`src/hw/rtl/m4inv_pkg.sv`:
```
// ----------------------------------------------------------------------------
// m4inv_pkg
// shared types and constants of the 4x4 matrix inverse
// ----------------------------------------------------------------------------
package m4inv_pkg;

  localparam int unsigned ElemW = 12;
  localparam int unsigned CofW  = 40;
  localparam int unsigned DetW  = 53;
  localparam int unsigned OutW  = 32;

  typedef struct packed {
    logic signed [ElemW-1:0] element;
    logic                    restart;
  } in_item_t;

  typedef struct packed {
    logic signed [OutW-1:0] inv_element;
    logic                   singular;
    logic                   last;
  } out_item_t;

  // front to back: matrix queue status and read data
  typedef struct packed {
    logic                    avail;
    logic signed [ElemW-1:0] rd_data;
  } fr2bk_t;

  // back to front: read address and release of the oldest matrix
  typedef struct packed {
    logic [3:0] rd_addr;
    logic       pop;
  } bk2fr_t;

endpackage

```
`src/hw/rtl/m4inv_front.sv`:
```
// ----------------------------------------------------------------------------
// m4inv_front
// element loader and two-matrix queue with a registered read port
// ----------------------------------------------------------------------------
module m4inv_front (
  input  logic                clk_i,
  input  logic                rst_ni,
  input  logic                in_valid_i,
  output logic                in_stall_o,
  input  m4inv_pkg::in_item_t in_item_i,
  input  m4inv_pkg::bk2fr_t   bk_i,
  output m4inv_pkg::fr2bk_t   fr_o
);

  logic signed [m4inv_pkg::ElemW-1:0] mem [32];
  logic signed [m4inv_pkg::ElemW-1:0] rd_q;
  logic [3:0] count_q, count_d;
  logic       wr_ptr_q, wr_ptr_d;
  logic       rd_ptr_q, rd_ptr_d;
  logic [1:0] level_q, level_d;
  logic       accept, push;
  logic [3:0] idx;

  assign in_stall_o = (level_q == 2'd2);
  assign accept     = in_valid_i && !in_stall_o;
  assign idx        = in_item_i.restart ? 4'd0 : count_q;
  assign push       = accept && (idx == 4'd15);

  always_comb begin
    count_d  = count_q;
    wr_ptr_d = wr_ptr_q;
    rd_ptr_d = rd_ptr_q;
    level_d  = level_q;
    if (accept) begin
      count_d = idx + 4'd1;
    end
    if (push) begin
      wr_ptr_d = ~wr_ptr_q;
    end
    if (bk_i.pop) begin
      rd_ptr_d = ~rd_ptr_q;
    end
    if (push && !bk_i.pop) begin
      level_d = level_q + 2'd1;
    end else if (!push && bk_i.pop) begin
      level_d = level_q - 2'd1;
    end
  end

  always_ff @(posedge clk_i or negedge rst_ni) begin
    if (!rst_ni) begin
      count_q  <= '0;
      wr_ptr_q <= 1'b0;
      rd_ptr_q <= 1'b0;
      level_q  <= '0;
    end else begin
      count_q  <= count_d;
      wr_ptr_q <= wr_ptr_d;
      rd_ptr_q <= rd_ptr_d;
      level_q  <= level_d;
    end
  end

  always_ff @(posedge clk_i) begin
    if (accept) begin
      mem[{wr_ptr_q, idx}] <= in_item_i.element;
    end
    rd_q <= mem[{rd_ptr_q, bk_i.rd_addr}];
  end

  assign fr_o.avail   = (level_q != 2'd0);
  assign fr_o.rd_data = rd_q;

endmodule

```
`src/hw/rtl/m4inv_back.sv`:
```
// ----------------------------------------------------------------------------
// m4inv_back
// cofactor sequencer on one shared multiplier, determinant, serial divider
// ----------------------------------------------------------------------------
module m4inv_back #(
  parameter int unsigned FRACTION_BITS = 8
) (
  input  logic                 clk_i,
  input  logic                 rst_ni,
  input  m4inv_pkg::fr2bk_t    fr_i,
  output m4inv_pkg::bk2fr_t    bk_o,
  output logic                 out_valid_o,
  input  logic                 out_stall_i,
  output m4inv_pkg::out_item_t out_item_o
);

  localparam int unsigned NumW = m4inv_pkg::CofW + FRACTION_BITS + 16;
  localparam int unsigned QW   = 33;
  localparam int unsigned RemW = 54;

  localparam logic [2:0] ST_IDLE   = 3'd0;
  localparam logic [2:0] ST_COF    = 3'd1;
  localparam logic [2:0] ST_DIV_RD = 3'd2;
  localparam logic [2:0] ST_DIV_LD = 3'd3;
  localparam logic [2:0] ST_DIV_IT = 3'd4;
  localparam logic [2:0] ST_OUT    = 3'd5;

  localparam logic signed [31:0] SatMax = 32'sh7FFF_FFFF;
  localparam logic signed [31:0] SatMin = 32'sh8000_0000;

  logic [2:0] state_q, state_d;
  logic [3:0] i_q, i_d;
  logic [1:0] term_q, term_d;
  logic [2:0] step_q, step_d;
  logic [3:0] o_q, o_d;
  logic [5:0] bit_q, bit_d;

  logic signed [11:0] h_q, h_d;
  logic signed [23:0] t_q, t_d;
  logic signed [51:0] p_q, p_d;
  logic signed [39:0] acc_q, acc_d;
  logic signed [52:0] det_q, det_d;

  logic signed [39:0] cof_mem [16];
  logic signed [39:0] cof_rd_q;
  logic               cof_we;
  logic signed [39:0] cof_wd;

  logic [RemW-1:0] rem_q, rem_d;
  logic [QW-1:0]   low_q, low_d;
  logic [QW-1:0]   quo_q, quo_d;
  logic            neg_q, neg_d;
  logic            ovf_q, ovf_d;

  logic               out_valid_q, out_valid_d;
  m4inv_pkg::out_item_t out_q, out_d;

  // operand addressing
  logic [1:0] dr, dc, ca, cb, ra, rb, rz, cx;
  logic [3:0] addr;
  always_comb begin
    dr = i_q[1:0];
    dc = i_q[3:2];
    case (term_q)
      2'd0:    begin ca = 2'd1; cb = 2'd2; end
      2'd1:    begin ca = 2'd0; cb = 2'd2; end
      default: begin ca = 2'd0; cb = 2'd1; end
    endcase
    rz = (2'd0 < dr) ? 2'd0 : 2'd1;
    ra = (2'd1 < dr) ? 2'd1 : 2'd2;
    rb = (2'd2 < dr) ? 2'd2 : 2'd3;
    case (step_q)
      3'd0:    cx = ca;
      3'd1:    cx = cb;
      3'd2:    cx = cb;
      3'd3:    cx = ca;
      default: cx = term_q;
    endcase
    cx = (cx < dc) ? cx : cx + 2'd1;
    case (step_q)
      3'd0:    addr = {ra, cx};
      3'd1:    addr = {rb, cx};
      3'd2:    addr = {ra, cx};
      3'd3:    addr = {rb, cx};
      default: addr = {rz, cx};
    endcase
    if (term_q == 2'd3) begin
      addr = {2'b00, i_q[3:2]};
    end
  end

  // shared multiplier, second operand always the matrix read data
  logic signed [24:0] diff;
  logic signed [39:0] mul_a;
  logic signed [51:0] mul_p;
  assign diff = $signed({t_q[23], t_q}) - $signed({p_q[23], p_q[23:0]});
  always_comb begin
    if (term_q == 2'd3) begin
      mul_a = acc_q;
    end else if (step_q == 3'd5) begin
      mul_a = 40'(diff);
    end else begin
      mul_a = 40'(h_q);
    end
  end
  assign mul_p = mul_a * fr_i.rd_data;

  logic               tneg;
  logic signed [39:0] addv, acc_n;
  assign tneg  = (i_q[0] ^ i_q[2]) ^ (term_q == 2'd1);
  assign addv  = tneg ? -p_q[39:0] : p_q[39:0];
  assign acc_n = (term_q == 2'd0) ? addv : acc_q + addv;

  // divider datapath
  logic [39:0]      un;
  logic [52:0]      ud;
  logic [NumW-1:0]  num;
  logic [RemW-1:0]  top, rem_sh;
  logic             ge, sing;
  assign un     = cof_rd_q[39] ? 40'(-cof_rd_q) : 40'(cof_rd_q);
  assign ud     = det_q[52] ? 53'(-det_q) : 53'(det_q);
  assign num    = {un, {(FRACTION_BITS + 16){1'b0}}};
  assign top    = RemW'(num[NumW-1:QW]);
  assign rem_sh = {rem_q[RemW-2:0], low_q[QW-1]};
  assign ge     = rem_sh >= {1'b0, ud};
  assign sing   = (det_q == '0);

  logic signed [31:0] res;
  always_comb begin
    if (sing) begin
      res = '0;
    end else if (ovf_q) begin
      res = neg_q ? SatMin : SatMax;
    end else if (neg_q) begin
      res = (quo_q > 33'h0_8000_0000) ? SatMin : -$signed(quo_q[31:0]);
    end else begin
      res = (quo_q > 33'h0_7FFF_FFFF) ? SatMax : $signed(quo_q[31:0]);
    end
  end

  always_comb begin
    state_d      = state_q;
    i_d          = i_q;
    term_d       = term_q;
    step_d       = step_q;
    o_d          = o_q;
    bit_d        = bit_q;
    h_d          = h_q;
    t_d          = t_q;
    p_d          = p_q;
    acc_d        = acc_q;
    det_d        = det_q;
    rem_d        = rem_q;
    low_d        = low_q;
    quo_d        = quo_q;
    neg_d        = neg_q;
    ovf_d        = ovf_q;
    out_d        = out_q;
    out_valid_d  = out_valid_q && out_stall_i;
    cof_we       = 1'b0;
    cof_wd       = acc_n;
    bk_o.rd_addr = addr;
    bk_o.pop     = 1'b0;
    case (state_q)
      ST_IDLE: begin
        if (fr_i.avail) begin
          state_d = ST_COF;
          i_d     = '0;
          term_d  = '0;
          step_d  = '0;
          det_d   = '0;
        end
      end
      ST_COF: begin
        step_d = step_q + 3'd1;
        if (term_q == 2'd3) begin
          case (step_q)
            3'd1:    p_d = mul_p;
            3'd2:    det_d = det_q + 53'(p_q);
            default: ;
          endcase
        end else begin
          case (step_q)
            3'd1:    h_d = fr_i.rd_data;
            3'd2:    p_d = mul_p;
            3'd3:    begin h_d = fr_i.rd_data; t_d = p_q[23:0]; end
            3'd4:    p_d = mul_p;
            3'd5:    p_d = mul_p;
            3'd6:    acc_d = acc_n;
            default: ;
          endcase
        end
        if (term_q != 2'd3 && step_q == 3'd6) begin
          step_d = '0;
          if (term_q != 2'd2) begin
            term_d = term_q + 2'd1;
          end else begin
            cof_we = 1'b1;
            if (i_q[1:0] == 2'd0) begin
              term_d = 2'd3;
            end else begin
              term_d = 2'd0;
              i_d    = i_q + 4'd1;
              if (i_q == 4'd15) begin
                bk_o.pop = 1'b1;
                state_d  = ST_DIV_RD;
                o_d      = '0;
              end
            end
          end
        end else if (term_q == 2'd3 && step_q == 3'd2) begin
          step_d = '0;
          term_d = 2'd0;
          i_d    = i_q + 4'd1;
        end
      end
      ST_DIV_RD: begin
        state_d = ST_DIV_LD;
      end
      ST_DIV_LD: begin
        rem_d = top;
        low_d = num[QW-1:0];
        quo_d = '0;
        bit_d = '0;
        neg_d = cof_rd_q[39] ^ det_q[52];
        ovf_d = top >= {1'b0, ud};
        if (sing || (top >= {1'b0, ud})) begin
          state_d = ST_OUT;
        end else begin
          state_d = ST_DIV_IT;
        end
      end
      ST_DIV_IT: begin
        rem_d = ge ? rem_sh - {1'b0, ud} : rem_sh;
        low_d = {low_q[QW-2:0], 1'b0};
        quo_d = {quo_q[QW-2:0], ge};
        bit_d = bit_q + 6'd1;
        if (bit_q == 6'(QW - 1)) begin
          state_d = ST_OUT;
        end
      end
      ST_OUT: begin
        if (!out_valid_q || !out_stall_i) begin
          out_valid_d       = 1'b1;
          out_d.inv_element = res;
          out_d.singular    = sing;
          out_d.last        = (o_q == 4'd15);
          o_d               = o_q + 4'd1;
          state_d           = (o_q == 4'd15) ? ST_IDLE : ST_DIV_RD;
        end
      end
      default: state_d = ST_IDLE;
    endcase
  end

  always_ff @(posedge clk_i or negedge rst_ni) begin
    if (!rst_ni) begin
      state_q     <= ST_IDLE;
      i_q         <= '0;
      term_q      <= '0;
      step_q      <= '0;
      o_q         <= '0;
      bit_q       <= '0;
      out_valid_q <= 1'b0;
      det_q       <= '0;
    end else begin
      state_q     <= state_d;
      i_q         <= i_d;
      term_q      <= term_d;
      step_q      <= step_d;
      o_q         <= o_d;
      bit_q       <= bit_d;
      out_valid_q <= out_valid_d;
      det_q       <= det_d;
    end
  end

  always_ff @(posedge clk_i) begin
    h_q   <= h_d;
    t_q   <= t_d;
    p_q   <= p_d;
    acc_q <= acc_d;
    rem_q <= rem_d;
    low_q <= low_d;
    quo_q <= quo_d;
    neg_q <= neg_d;
    ovf_q <= ovf_d;
    out_q <= out_d;
  end

  always_ff @(posedge clk_i) begin
    if (cof_we) begin
      cof_mem[i_q] <= cof_wd;
    end
    cof_rd_q <= cof_mem[o_q];
  end

  assign out_valid_o  = out_valid_q;
  assign out_item_o   = out_q;

endmodule

```
`src/hw/rtl/matrix4x4_inverse.sv`:
```
// ----------------------------------------------------------------------------
// matrix4x4_inverse
// 4x4 matrix inverse by adjugate and determinant, Q4.8 in, Q16.16 out
// ----------------------------------------------------------------------------
// channel  direction  handshake               payload
// in       input      in_valid_i / in_stall_o  in_item_i  (element, restart)
// out      output     out_valid_o / out_stall_i out_item_o (inv_element, singular, last)
//
// one element per cycle is taken while the two-matrix queue has room
// per matrix the back part works out the cofactors and the determinant
// (triple products on the shared multiplier), then each result in the
// bit-serial divider (33 quotient bits)
// reset clears the queue, the load count and the sequencer
// a stalled output holds the sequencer in its output step only
// ----------------------------------------------------------------------------
module matrix4x4_inverse #(
  parameter int unsigned FRACTION_BITS = 8
) (
  input  logic                 clk_i,
  input  logic                 rst_ni,
  input  logic                 in_valid_i,
  output logic                 in_stall_o,
  input  m4inv_pkg::in_item_t  in_item_i,
  output logic                 out_valid_o,
  input  logic                 out_stall_i,
  output m4inv_pkg::out_item_t out_item_o
);

  m4inv_pkg::fr2bk_t fr2bk;
  m4inv_pkg::bk2fr_t bk2fr;

  m4inv_front u_front (
    .clk_i      (clk_i),
    .rst_ni     (rst_ni),
    .in_valid_i (in_valid_i),
    .in_stall_o (in_stall_o),
    .in_item_i  (in_item_i),
    .bk_i       (bk2fr),
    .fr_o       (fr2bk)
  );

  m4inv_back #(
    .FRACTION_BITS (FRACTION_BITS)
  ) u_back (
    .clk_i       (clk_i),
    .rst_ni      (rst_ni),
    .fr_i        (fr2bk),
    .bk_o        (bk2fr),
    .out_valid_o (out_valid_o),
    .out_stall_i (out_stall_i),
    .out_item_o  (out_item_o)
  );

endmodule

```
`config.mk`:
```
export PLATFORM = sky130hd
export DESIGN_NAME = matrix4x4_inverse
export DESIGN_NICKNAME = d
export VERILOG_FILES = /design/src/hw/rtl/m4inv_pkg.sv /design/src/hw/rtl/m4inv_front.sv /design/src/hw/rtl/m4inv_back.sv /design/src/hw/rtl/matrix4x4_inverse.sv
export SDC_FILE = /design/constraint.sdc
export NUM_CORES = 2
export LEC_CHECK = 0
export BUFFER_PORTS_ARGS = -buffer_cell sky130_fd_sc_hd__buf_2
export CORE_UTILIZATION = 55
export CTS_BUF_LIST = sky130_fd_sc_hd__clkbuf_8
export DETAILED_ROUTE_END_ITERATION = 10
export PLACE_DENSITY = 0.73
export SLEW_MARGIN = 20
export SYNTH_ARGS = -nofsm -noshare
export SYNTH_HDL_FRONTEND = slang
export SYNTH_HIERARCHICAL = 1
export SYNTH_SLANG_ARGS = --single-unit
```
`constraint.sdc`:
```
create_clock -name clk_i -period 9.7 [get_ports clk_i]
set_input_delay 1.455 -clock clk_i [delete_from_list [all_inputs] [get_ports clk_i]]
set_output_delay 1.455 -clock clk_i [all_outputs]
set_load 0.005 [all_outputs]
```
==> metrics.yaml <==
synth:
  synthTopCellsByArea: "edfxtp_1 (46%), fa_1 (10%), ha_1 (4.9%)"
  yosysMostFrequentCell: "edfxtp_1"
  syn_area_per_cell_um2: 11.83
  synth_seq_cells: 1419
  synth_commonest_cells: "edfxtp_1 (1283), nand2_1 (706), inv_1 (541)"
  yosysSeqAreaShare: 0.4940
  synth.cell_area_um2: 84350
  ys_async_sr_fraction: 0.05920
  yosys.area.top_type_share: 0.4568
  synth_ff_type: "edfxtp_1"
  netlist_instances: 7129
  synth_cell_type_count: 94
  synth_area_leader_cell: "edfxtp_1"
  yosys_warnings: 6
  synth_fp_nets: 7897
  synth_edf_count: 1283
cts:
  cts_buffers: 222
  cts_tree: "yes"
  root_buffer: "clkbuf_8"
  h-tree-depth: 4
  clk_pin_slew_ps: 70
  clock_latency_ps: 1000
  clkSinkCount: 1419
  clk_path_buf_depth: 3
setup_path:
  worstRegToRegCells: 33
  slowest_stage: "a2111oi_1"
  critPathKind: "flop to flop"
  critPathMaxStageDelay_ps: 550
  worstPathMaxFanout: 12
  reg2reg_slack_ps: 410
  critPathLaunch: "u_back/t_q[0]"
  worst_setup_path_end_kind: "flop"
  path_common_cell: "fa_1"
  worst_setup_path_start_kind: "flop"
  required_ps: 10410
  critical_path_arrival_ps: 10000
  crit_end: "u_back/p_q[50]"
  timing.rr.end: "u_back/p_q[50]"
  r2r-start: "u_back/t_q[0]"
floorplanning:
  die_h_um: 393.6
  die_w_um: 393.6
  boundaryPins: 53
  start_util: 0.5546
  dieArea_um2: 154900
  rows: 143
  core-area_um2: 152100
drt:
  drc_errors: 0
  finalWirelength_um: 222000
  via_per_inst: 6.102
  first_pass_iters: 6
  num_vias: 57700
  drt_iter0_drc: 5241
  ant_nets: 0
  wire_per_inst_um: 23.48
worst_hold_path:
  hp-class: "input port to asynchronous set/reset pin"
timing:
  fmax_mhz: 107.6
  whs_ps: 422.6
  finClkSkew_ps: 78.78
  hold_viol_final: 0
  setup_tns_ps: 0
  tightest_slew_ps: 1172
  period_minus_slack_ps: 9293
  setup_viol: 0
  slew_viol_final: 0
  max_slew_margin: 0.2178
  finalCritPeriodShare: 0.9580
  rsz0062_at_grt: "false"
placed_design:
  place.gp.congestion: 0.9620
  hpwl_um: 149800
  io_buffers: 52
global_route:
  grt_pass1_wl_um: 340400
  gr-usage-all-layers: 0.2868
  gr-usage-met1: 0.3758
  grt.busiest_layer: "met2"
  grtUsageMet3: 0.05655
  grt_max_degree: 115
  grt_pass1_vias: 57930
  grt_antenna_before_repair: 22
  met2_usage: 0.4668
  overflow: 0
final_layout:
  areaGrowthSynthToFinish_pct: 8.670
  drive_gt1_frac: 0.1019
  finalNetCount: 7995
flow_run:
  cap_violations: 0
outcome:
  status: "finished, final reports clean"
cell families after synthesis:
kind of cell	Yosys count	share of synthesized area
muxes	480	0.06945
adders and majority gates	751	0.1490
buffers and inverters	880	0.04247
AOI/OAI and AO/OA	1395	0.1051
and+or+nand+nor	1873	0.1055
xor gates and xnor gates	331	0.03446
DFF	1419	0.4940
final cells by class:
cell class,instances,area (um2)
clock inverters,173,1249
well taps,2030,2540
diodes,10,25.02
flip-flops and latches,1419,41680
inverters,541,2032
multi-input cells,4830,39330
repair buffers,213,1484
clock buffers,241,3317
fillers,11910,60420
flip-flops by register name, indices dropped and copies added (netlist names), 4 cells and up:
| signal | cells |
|---|---|
| u_back/p_q | 52 |
| u_back/bit_q | 6 |
| u_back/low_q | 9 |
| u_back/det_q | 53 |
| u_back/quo_q | 33 |
| u_front/mem | 384 |
| u_back/cof_rd_q | 40 |
| u_back/acc_q | 40 |
| u_back/i_q | 4 |
| u_back/rem_q | 53 |
| u_back/out_item_o | 34 |
| u_back/cof_mem | 640 |
| u_back/h_q | 12 |
| u_front/count_q | 4 |
| u_back/o_q | 4 |
| u_back/t_q | 24 |
| u_front/rd_q | 12 |
worst max-delay path, delay by kind of cell, from the launching register on:
family	cells	cell delay (ps)
AOI/OAI and AO/OA	13	3890
xor gates and xnor gates	1	130
and+or+nand+nor	6	950
DFF	1	360
buffers and inverters	5	260
adders and majority gates	8	3440
how the worst min path moves through the flow:
stage	startpoint	to
2_1_floorplan	u_front/level_q[1]	u_front/level_q[1]
3_3_place_gp	u_front/level_q[1]	u_front/level_q[1]
3_5_place_dp	u_front/level_q[1]	u_front/level_q[1]
4_1_cts	rst_ni	u_back/bit_q[5]
5_1_grt	rst_ni	u_back/bit_q[5]
6_report	rst_ni	u_back/bit_q[5]
cells in the final DEF, fill, tap and decap left out, types with 53 or more instances in the layout:
cell	instances
nand3_1	149
and2_1	172
edfxtp_1	1283
a21oi_1	367
xnor2_1	197
a221oi_1	56
nor2_1	362
a21o_1	103
buf_4	161
nand4_1	82
a211oi_1	53
mux4_2	80
nor3_1	85
a22oi_1	89
nand2_1	700
ha_1	328
o21ai_0	341
clkbuf_8	241
dfrtp_1	79
inv_1	616
fa_1	423
mux2i_1	358
xor2_1	132
through the flow:
stage / std cells / cell area (um2) / setup WS (ps) / utilization
floorplan: 7129 / 84350 / 1270 / -
global placement: 9033 / 86970 / 390.7 / 0.5718
detailed placement: 9033 / 87000 / 232.4 / 0.5720
CTS: 9447 / 91560 / 212.2 / 0.6020
global route: 9450 / 91650 / 24.95 / 0.6026
finish: 9457 / 91660 / 407.3 / 0.6027
layer usage:
layer  routed length [um]  up-vias
met5                   38        -
met4                 9076        6
met3                18990      508
met2               105400     2429
met1                88540    28760
li1                     -    26000
what timing repair did:
item | in CTS | in global routing
gates resized for setup | 0 | 10
hold buffers | 0 | 0
setup endpoints to repair | 0 | 8
buffers inserted | 0 | 0
Power is not shown: default switching activity piles up to over one toggle a cycle in this logic, so the estimate is an artifact.
